<file path="src/design/irqsc_pkg.sv">
// Shared types and constants for the interrupt statistics and credit monitor.
// Holds the per-source record layout, operation codes and the cleared record.
// No dependencies.
`default_nettype none

package irqsc_pkg;

  // Operation codes carried with each request
  typedef enum logic [2:0] {
    OP_ENTER      = 3'd0,
    OP_LEAVE      = 3'd1,
    OP_SET_CREDIT = 3'd2,
    OP_CONSUME    = 3'd3,
    OP_CLEAR      = 3'd4
  } op_e;

  localparam logic [30:0] MAX31        = 31'h7FFF_FFFF;
  localparam logic [30:0] WARMUP_COUNT = 31'd5;
  localparam logic [31:0] CREDIT_OFF   = 32'hFFFF_FFFF;

  // Per-source record as kept in the state memory
  typedef struct packed {
    logic [31:0]        entry_time;
    logic [31:0]        prev_entry_time;
    logic [30:0]        period_min;
    logic [30:0]        period_max;
    logic [30:0]        duration_min;
    logic [30:0]        duration_max;
    logic [30:0]        leave_count;
    logic signed [31:0] credit;
  } rec_t;

  // Record as seen after reset
  function automatic rec_t reset_rec();
    rec_t r;
    r.entry_time      = '0;
    r.prev_entry_time = '0;
    r.period_min      = MAX31;
    r.period_max      = '0;
    r.duration_min    = MAX31;
    r.duration_max    = '0;
    r.leave_count     = '0;
    r.credit          = CREDIT_OFF;
    return r;
  endfunction

endpackage

`default_nettype wire

</file>
<file path="src/design/irq_stats_and_credit_monitor.sv">
// Per-source interrupt statistics and credit monitor.
//
// Request channel: operation, source, timestamp and credit value, taken at a
// rising edge with in_valid_i high and in_stall_o low. Result channel: the
// addressed source's record after the update, offered with out_valid_o and
// taken when out_stall_i is low. Exactly one result per request, in order.
//
// A request moves from the update stage to the result register when that
// register is empty or being taken. Throughput: one request per cycle while
// the receiver does not stall. Each request makes one read-modify-write of
// the record memory: read on acceptance, update and write-back as it leaves
// the update stage; a back-to-back request to the same source takes the
// just-written record from a forwarding register.
//
// Reset clears the pipeline and the per-source valid bits; a source whose
// bit is clear reads as the cleared record, so no clearing pass is needed.
// Sources at or above SOURCES return a cleared record and change nothing.
// While the receiver stalls, the result holds; one more request may sit in
// the update stage, after which in_stall_o is raised.
`default_nettype none

module irq_stats_and_credit_monitor #(
  parameter int SOURCES = 8
) (
  input  wire logic               clk_i,
  input  wire logic               rst_ni,
  input  wire logic               in_valid_i,
  output logic                    in_stall_o,
  input  wire logic [2:0]         operation_i,
  input  wire logic [2:0]         source_i,
  input  wire logic [31:0]        timestamp_i,
  input  wire logic signed [31:0] credit_value_i,
  output logic                    out_valid_o,
  input  wire logic               out_stall_i,
  output logic [30:0]             period_lo_o,
  output logic [30:0]             period_hi_o,
  output logic [30:0]             duration_lo_o,
  output logic [30:0]             duration_hi_o,
  output logic [30:0]             event_count_o,
  output logic signed [31:0]      credit_left_o,
  output logic                    disable_now_o
);

  localparam int ADDR_W = (SOURCES > 1) ? $clog2(SOURCES) : 1;
  localparam int REC_W  = $bits(irqsc_pkg::rec_t);

  logic                  accept;
  logic                  s1_move;
  logic                  wr_en;
  logic [ADDR_W-1:0]     in_addr;
  logic                  in_range;

  logic                  s1_valid_q, s1_valid_d;
  irqsc_pkg::op_e        s1_op_q;
  logic [ADDR_W-1:0]     s1_addr_q;
  logic                  s1_inr_q;
  logic [31:0]           s1_ts_q;
  logic [31:0]           s1_cv_q;
  logic                  fwd_q;
  logic                  rvalid_q;
  irqsc_pkg::rec_t       wrec_q;
  logic [SOURCES-1:0]    valid_q;

  logic [REC_W-1:0]      rdata;
  irqsc_pkg::rec_t       base_rec;
  irqsc_pkg::rec_t       new_rec;
  irqsc_pkg::rec_t       res_rec;
  logic                  upd_disable;

  logic                  out_valid_q, out_valid_d;
  irqsc_pkg::rec_t       out_rec_q;
  logic                  out_dis_q;

  // Handshake and address decode
  assign in_addr    = ADDR_W'(source_i);
  assign in_range   = ({29'd0, source_i} < 32'(SOURCES));
  assign s1_move    = !out_valid_q || !out_stall_i;
  assign in_stall_o = s1_valid_q && !s1_move;
  assign accept     = in_valid_i && !in_stall_o;
  assign wr_en      = s1_valid_q && s1_move && s1_inr_q;

  // Record store
  irqsc_ram #(
    .WIDTH (REC_W),
    .DEPTH (SOURCES)
  ) u_ram (
    .clk_i   (clk_i),
    .we_i    (wr_en),
    .waddr_i (s1_addr_q),
    .wdata_i (new_rec),
    .re_i    (accept),
    .raddr_i (in_addr),
    .rdata_o (rdata)
  );

  // Pick forwarded, stored or cleared record
  always_comb begin
    if (fwd_q) begin
      base_rec = wrec_q;
    end else if (rvalid_q) begin
      base_rec = irqsc_pkg::rec_t'(rdata);
    end else begin
      base_rec = irqsc_pkg::reset_rec();
    end
  end

  irqsc_update u_update (
    .op_i           (s1_op_q),
    .timestamp_i    (s1_ts_q),
    .credit_value_i (s1_cv_q),
    .rec_i          (base_rec),
    .rec_o          (new_rec),
    .disable_o      (upd_disable)
  );

  assign res_rec = s1_inr_q ? new_rec : irqsc_pkg::reset_rec();

  // Next state of the control flops
  always_comb begin
    s1_valid_d = s1_valid_q;
    if (accept) begin
      s1_valid_d = 1'b1;
    end else if (s1_move) begin
      s1_valid_d = 1'b0;
    end
    out_valid_d = out_valid_q;
    if (s1_move) begin
      out_valid_d = s1_valid_q;
    end
  end

  // Control state
  always_ff @(posedge clk_i or negedge rst_ni) begin
    if (!rst_ni) begin
      s1_valid_q  <= 1'b0;
      out_valid_q <= 1'b0;
      fwd_q       <= 1'b0;
      rvalid_q    <= 1'b0;
      valid_q     <= '0;
    end else begin
      s1_valid_q  <= s1_valid_d;
      out_valid_q <= out_valid_d;
      if (accept) begin
        fwd_q    <= wr_en && (s1_addr_q == in_addr);
        rvalid_q <= valid_q[in_addr];
      end
      if (wr_en) begin
        valid_q[s1_addr_q] <= 1'b1;
      end
    end
  end

  // Capture the request and the written-back record
  always_ff @(posedge clk_i) begin
    if (accept) begin
      s1_op_q   <= irqsc_pkg::op_e'(operation_i);
      s1_addr_q <= in_addr;
      s1_inr_q  <= in_range;
      s1_ts_q   <= timestamp_i;
      s1_cv_q   <= credit_value_i;
    end
    if (wr_en) begin
      wrec_q <= new_rec;
    end
  end

  // Result register
  always_ff @(posedge clk_i) begin
    if (s1_move && s1_valid_q) begin
      out_rec_q <= res_rec;
      out_dis_q <= s1_inr_q && upd_disable;
    end
  end

  assign out_valid_o    = out_valid_q;
  assign period_lo_o    = out_rec_q.period_min;
  assign period_hi_o    = out_rec_q.period_max;
  assign duration_lo_o  = out_rec_q.duration_min;
  assign duration_hi_o  = out_rec_q.duration_max;
  assign event_count_o  = out_rec_q.leave_count;
  assign credit_left_o  = out_rec_q.credit;
  assign disable_now_o  = out_dis_q;

endmodule

`default_nettype wire

</file>
<file path="src/design/irqsc_ram.sv">
// Generic single-port-write, single-port-read RAM with registered read data.
// Standalone; used for the per-source record store.
`default_nettype none

module irqsc_ram #(
  parameter int WIDTH = 8,
  parameter int DEPTH = 8,
  localparam int ADDR_W = (DEPTH > 1) ? $clog2(DEPTH) : 1
) (
  input  wire logic              clk_i,
  input  wire logic              we_i,
  input  wire logic [ADDR_W-1:0] waddr_i,
  input  wire logic [WIDTH-1:0]  wdata_i,
  input  wire logic              re_i,
  input  wire logic [ADDR_W-1:0] raddr_i,
  output logic      [WIDTH-1:0]  rdata_o
);

  logic [WIDTH-1:0] mem_q [DEPTH];

  // Write port
  always_ff @(posedge clk_i) begin
    if (we_i) begin
      mem_q[waddr_i] <= wdata_i;
    end
  end

  // Registered read port, old data on a same-address write
  always_ff @(posedge clk_i) begin
    if (re_i) begin
      rdata_o <= mem_q[raddr_i];
    end
  end

endmodule

`default_nettype wire

</file>
<file path="src/design/irqsc_update.sv">
// Record update for one request: period/duration statistics and credit.
// Depends on irqsc_pkg for the record type and operation codes.
`default_nettype none

module irqsc_update (
  input  wire irqsc_pkg::op_e  op_i,
  input  wire logic [31:0]     timestamp_i,
  input  wire logic [31:0]     credit_value_i,
  input  wire irqsc_pkg::rec_t rec_i,
  output irqsc_pkg::rec_t      rec_o,
  output logic                 disable_o
);

  logic [31:0] period;
  logic [31:0] duration;
  logic [30:0] count_next;

  // Wrapping differences against the stored entry times
  assign period   = rec_i.entry_time - rec_i.prev_entry_time;
  assign duration = timestamp_i - rec_i.entry_time;
  assign count_next = (rec_i.leave_count != irqsc_pkg::MAX31) ?
                      rec_i.leave_count + 31'd1 : rec_i.leave_count;

  // Apply the operation
  always_comb begin
    rec_o     = rec_i;
    disable_o = 1'b0;
    case (op_i)
      irqsc_pkg::OP_ENTER: begin
        rec_o.prev_entry_time = rec_i.entry_time;
        rec_o.entry_time      = timestamp_i;
      end
      irqsc_pkg::OP_LEAVE: begin
        if (!period[31]) begin
          if (period[30:0] < rec_i.period_min) rec_o.period_min = period[30:0];
          if (period[30:0] > rec_i.period_max) rec_o.period_max = period[30:0];
        end
        rec_o.leave_count = count_next;
        if (!duration[31]) begin
          if (duration[30:0] < rec_i.duration_min) begin
            rec_o.duration_min = duration[30:0];
          end
          if ((count_next > irqsc_pkg::WARMUP_COUNT) &&
              (duration[30:0] > rec_i.duration_max)) begin
            rec_o.duration_max = duration[30:0];
          end
        end
      end
      irqsc_pkg::OP_SET_CREDIT: begin
        rec_o.credit = credit_value_i;
      end
      irqsc_pkg::OP_CONSUME: begin
        if (!rec_i.credit[31] && (rec_i.credit != 32'sd0)) begin
          rec_o.credit = rec_i.credit - 32'sd1;
          disable_o    = (rec_i.credit == 32'sd1);
        end
      end
      irqsc_pkg::OP_CLEAR: begin
        rec_o              = irqsc_pkg::reset_rec();
        rec_o.entry_time      = rec_i.entry_time;
        rec_o.prev_entry_time = rec_i.prev_entry_time;
      end
      default: begin
        rec_o = rec_i;
      end
    endcase
  end

endmodule

`default_nettype wire

</file>
<file path="config.mk">
export PLATFORM = sky130hd
export DESIGN_NAME = irq_stats_and_credit_monitor
export DESIGN_NICKNAME = d
export VERILOG_FILES = /design/src/design/irqsc_pkg.sv /design/src/design/irq_stats_and_credit_monitor.sv /design/src/design/irqsc_ram.sv /design/src/design/irqsc_update.sv
export SDC_FILE = /design/constraint.sdc
export NUM_CORES = 2
export LEC_CHECK = 0
export BUFFER_PORTS_ARGS = -buffer_cell sky130_fd_sc_hd__buf_2
export CORE_ASPECT_RATIO = 1.25
export CORE_MARGIN = 5
export CORE_UTILIZATION = 40
export CTS_BUF_LIST = sky130_fd_sc_hd__clkbuf_4 sky130_fd_sc_hd__clkbuf_8
export CTS_CLUSTER_SIZE = 28
export DETAILED_ROUTE_END_ITERATION = 16
export PLACE_DENSITY = 0.64
export SLEW_MARGIN = 30
export SYNTH_ARGS = -nofsm -noshare
export SYNTH_HDL_FRONTEND = slang
export SYNTH_HIERARCHICAL = 1
export SYNTH_SLANG_ARGS = --single-unit
</file>
<file path="constraint.sdc">
create_clock -name clk_i -period 65.9 [get_ports clk_i]
set_input_delay 3.295 -clock clk_i [delete_from_list [all_inputs] [get_ports clk_i]]
set_output_delay 3.295 -clock clk_i [all_outputs]
set_load 0.02 [all_outputs]
</file>
After elaboration in Yosys (flattened, before gate mapping). Memories as Yosys holds them, arrays and structs flattened. A register that Yosys moved wholly into a read port is not among the register bits. Index checks and enable logic that the tools add are counted.

Memory bits (writable): 2008. Bits in latches: 0. Register bits after elaboration: 334. Memories kept: 1. Memory bits (read-only): 0. Output and inout port bits: 190. Input bits: 74.

Memory list: u_ram.mem_q (words 8, width 251, rd ports 1, clocked after Yosys merged registers in 1, wr ports 1, line irqsc_ram.sv:19) `logic [WIDTH-1:0] mem_q [DEPTH];`.

Equal/unequal tests: 7. $lt $le $gt $ge: 8. Divide/modulo/power cells: 0. Add/subtract/negate cells: 4. Muxes and demuxes: 21. Shifts and indexed selects: 0. Reductions and logical operators: 17. Multiply operators: 0. Bitwise operators: 1.

Operators with widths (count): $mux W251 (2); $pmux W155 S2 (1); $mux W31 (5); $mux W62 (2); $pmux W32 S3 (1); $mux W64 (1); $sub A32 B32 Y32 (2); $gt A31 B31 Y1 (2); $lt A31 B31 Y1 (2); $eq A32 B2 Y1 const B (1); $mux W32 (1); $reduce_bool A32 Y1 (1); $sub A32 B2 Y32 const B (1); $add A31 B1 Y31 const B (1); $gt A31 B3 Y1 const B (1); $ne A31 B31 Y1 const B (1); $lt A3 B4 Y1 const B (2); $or A8 B8 Y8 (1); $logic_and A1 B1 Y1 (7); $eq A3 B2 Y1 const B (2); $mux W1 (6); $logic_not A1 Y1 (5); $bmux W1 S3 (1); $demux W1 S3 (1); other kinds (8) (8).

Logic depth before layout (Yosys ltp).
Depth in word-level cells: 9. Depth in mapped cells: 31. Gate-level depth less buffers: 28.

Hierarchy. Netlist, hierarchy kept.

Modules (own cells, without submodules): irqsc_ram (cells an instance 3165, times used 1, sequential area each 67835.1 um^2, area each 82970.8 um^2); irq_stats_and_credit_monitor (cells an instance 1055, times used 1, sequential area each 9969.6 um^2, area each 14462.6 um^2); irqsc_update (cells an instance 1787, times used 1, sequential area each 0.0 um^2, area each 11523.6 um^2).

Worst setup path after synthesis. Ideal clock, no wire load.

Path type: in2reg. From: input port out_stall_i. To: memory u_ram/mem_q[4][0] (netlist name), enable pin. Setup slack: 30786 ps. Library setup time: 1169 ps. Data required time: 64731 ps. Path buffers: 0. Data arrival time: 33946 ps. Stages: 3. Cell sequence: a21boi_1 > nand2_1 > nor3_1.

Word-level cells in the longest chain between the ends: 5.

RTL lines: start, declared (line irq_stats_and_credit_monitor.sv:34) `input wire logic out_stall_i,`; $logic_not A1 Y1 (line irq_stats_and_credit_monitor.sv:77) `assign s1_move = !out_valid_q || !out_stall_i;`; $logic_or A1 B1 Y1 (line irq_stats_and_credit_monitor.sv:77); $logic_and A1 B1 Y1 (line irq_stats_and_credit_monitor.sv:80) `assign wr_en = s1_valid_q && s1_move && s1_inr_q;`; $mux W1 (line irqsc_ram.sv:23) `if (we_i) begin`; $mux W1 (not written as such) (line irqsc_ram.sv:24) `mem_q[waddr_i] <= wdata_i;`; end, declared (line irqsc_ram.sv:19).

No other way between the ends.

==> out/metrics.yaml <==
clocking:
  cts_buffers: 401
  postCtsSetupBuffers: 0
  ctsHoldBuffers: 0
  post_cts_resized: 0
  cts_root_buf: "clkbuf_8"
  clk_latency_ns: 1.02
  cts.path.max_buffers: 4
  path_clk_slew_ns: 0.06
  clock_sinks: 2593
  cts_tree: "done"
  h-tree-depth: 5
power_and_ir_drop:
  powerDensity_nw_per_um2: 34.72
  p_comb_share_pct: 20.2
  p_clk_share_pct: 31.1
  p_sw_uw: 1225
  seqPwrFrac_pct: 48.7
  p_sw_share_pct: 29.21
  vdd_drop_max_uv: 19.09
  leakagePower_uw: 0.04070
  p_int_uw: 2969
floorplan:
  coreArea_um2: 271500
  die_h_um: 593.5
  die_width_um: 476.8
  num_io_pins: 264
  dieArea_um2: 283000
  floorplan.initialDensity_pct: 40.13
  fp-row-count: 214
logic_synthesis:
  synth_top_family_by_area: "multiplexers"
  synth_compound_area_share_pct: 5.955
  synth_fa_ha_area_share_pct: 2.196
  ys_async_sr_fraction_pct: 0.4628
  yosysTopAreaCell: "edfxtp_1"
  synthTopCellsByArea: "edfxtp_1 71%, mux4_2 10%, mux2_2 2.6%, ha_1 2.2%, a22o_1 1.5%"
  syn_area_per_cell_um2: 18.14
  yosysTopAreaCellShare_pct: 71.13
  synth-simple-area-share_pct: 2.831
  ys_types: 83
  yosysMostFrequentCell: "edfxtp_1"
  synth-xor-area-share_pct: 0.5466
  syn_area_um2: 109000
  ys_ff_latch: 2593
  yosysWarnings: 6
  ys_top_cells_by_count: "2581 x edfxtp_1, 503 x mux4_2, 313 x inv_1"
  synthFlopType: "edfxtp_1"
  syn_inst: 6007
  syn_nets: 6271
  seq_area_frac_synth_pct: 71.41
  synth_edf_count: 2581
  synthMuxAreaShare_pct: 13.18
routing:
  routed_wl_mm: 279.3
  vias: 57740
  ant_nets: 0
  drc_errors: 0
  wl_per_cell_um: 27.45
  via_per_inst: 5.675
  dr.pass1.iters: 6
  first_iter_violations: 5496
layout:
  nets: 6577
  seq_area_um2: 77810
  fin_util_pct: 44.50
  nFillCells: 23390
  area_delta_synth_final_pct: 10.89
  drive_gt1_share_pct: 27.54
  multiInputGateArea_um2: 27120
grt:
  gr-total-overflow: 0
  grt_pass1_vias: 60560
  grt_usage_pct: 19.24
  grt_max_degree: 120
  grt_pass1_wl_mm: 407.5
  grt_antenna_before_repair: 4
run:
  cap_viol_max_count: 0
timing:
  drv_slew: 0
  max_freq_mhz: 118.9
  min_period_over_period_pct: 12.76
  worst_pin_slew_ns: 1.033
  slew_headroom_pct: 30.51
  setup_viol: 0
  rsz0062_at_grt: "false"
  setup_slack_ns: 57.49
  setup_tns_ns: 0
  finalHoldViolCount: 0
  period_minus_slack_ns: 8.408
  finClkSkew_ns: 0.1262
worst_setup_path:
  criticalPathCategory: "register to register"
  start_kind: "register"
  critPathRequiredTime_ns: 66.50
  cpMostUsedCell: "a21oi_1"
  arrival_ns: 9.01
  cpPeakStageDelay_ns: 0.73
  crit_fanout: 115
  end_kind: "register"
  cp_slowest_cell: "a2bb2oi_1"
placed_design:
  portBuffers: 263
  gp_congestion: 0.8833
  place_ws_ns: 57.61
  dp_hpwl_mm: 164.3
run_status:
  status: "complete, no violations"
min_path:
  hp-class: "register to register"
placed cells by master, fill, tap and decap left out, types with 12 or more instances in the layout:
cell type and instances:
nand4_1 33, buf_12 18, xor2_1 19, mux2_2 254
xnor2_1 48, a21oi_1 246, nand2b_1 23, buf_4 93
clkinvlp_4 13, nand2_1 168, nor2_1 207, a22o_1 185
clkinv_1 99, ha_1 188, clkinv_2 43, nand3_1 49
edfxtp_1 2581, clkbuf_8 406, mux4_2 503, bufinv_16 14
nor4_1 19, mux2i_1 17, and3_1 15, o21a_1 14
inv_1 311, clkbuf_4 108, o21ai_0 133, or3_1 12
nor2b_1 19, a21o_1 42, a31oi_1 20, buf_2 260
o22a_1 58, a211oi_1 22, o21bai_1 13, o21ai_1 67
nor3_1 49, o2bb2ai_2 30
cell families after synthesis:
group	after synthesis
flops	2593
compound gates	931
mux	774
simple gates	654
buf+inv	797
fa+ha+maj	190
xor+xnor	68
final cells by class:
| cell class | instances | share of cell area [%] |
|---|---|---|
| flip-flops and latches | 2593 | 64.40 |
| multi-input cells | 2617 | 22.45 |
| clock buffers | 514 | 5.296 |
| well taps | 3564 | 3.691 |
| repair buffers | 387 | 2.138 |
| clock inverters | 181 | 1.043 |
| inverters | 313 | 0.9786 |
| diodes | 6 | 0.01243 |
per-stage QoR:
step           power [uW]  cells  hold WS [ns]  instance area, um2
3_3_place_gp         2892   9472        0.4419              113000
6_report             4195  10180        0.4684              120800
4_1_cts              4225  10170        0.4707              120700
3_5_place_dp         2916   9472        0.4573              113100
2_1_floorplan        2613   6007        0.4271              109000
5_1_grt              4375  10170        0.4848              120800
routing by layer:
metal	track usage, %	part of all wire [%]
met5	0	0
met1	25.29	40
met3	3.897	7.5
met4	7.555	4.1
met2	31.62	48
final timing paths:
check,startpoint,to,slack (ns),cells after the start
min in group asynchronous,rst_ni,out_valid_o$_DFFE_PN0P_,2.23,1
worst max-delay path,fwd_q$_DFFE_PN0P_,u_ram/mem_q[3][156]$_DFFE_PP_,57.49,28
worst min-delay path,valid_q[5]$_DFFE_PN0P_,valid_q[5]$_DFFE_PN0P_,0.47,1
worst max register to register,fwd_q$_DFFE_PN0P_,u_ram/mem_q[3][156]$_DFFE_PP_,57.49,28
max in group asynchronous,rst_ni,fwd_q$_DFFE_PN0P_,63.35,1
worst min register to register,valid_q[5]$_DFFE_PN0P_,valid_q[5]$_DFFE_PN0P_,0.47,1
state kept, by name, summed over array words and instances, names as in the netlist:
signal / count
out_valid_o: 1
credit_left_o: 32
rvalid_q: 1
s1_ts_q: 32
u_ram/mem_q: 2008
s1_op_q: 3
u_ram/rdata_o: 251
s1_addr_q: 3
disable_now_o: 1
valid_q: 8
event_count_o: 31
wrec_q: 126
duration_lo_o: 31
fwd_q: 1
period_hi_o: 31
s1_valid_q: 1
s1_cv_q: 32
worst max-delay path, delay by kind of cell, from the launching register on:
family          cells  cell delay, ns
compound gates     15            4.28
xor+xnor            1            0.32
fa+ha+maj           3            0.89
buf+inv             4            1.05
flops               1            0.67
simple gates        5            0.70
power by group through the flow:
stage               combinational, uW  sequential [uW]  clock [uW]
finish                            846             2040        1310
global route                      911             2050        1420
CTS                               842             2040        1340
detailed placement                838             2080           0
global placement                  818             2070           0
floorplan                         536             2080           0
(Power assumes the default switching activity.)
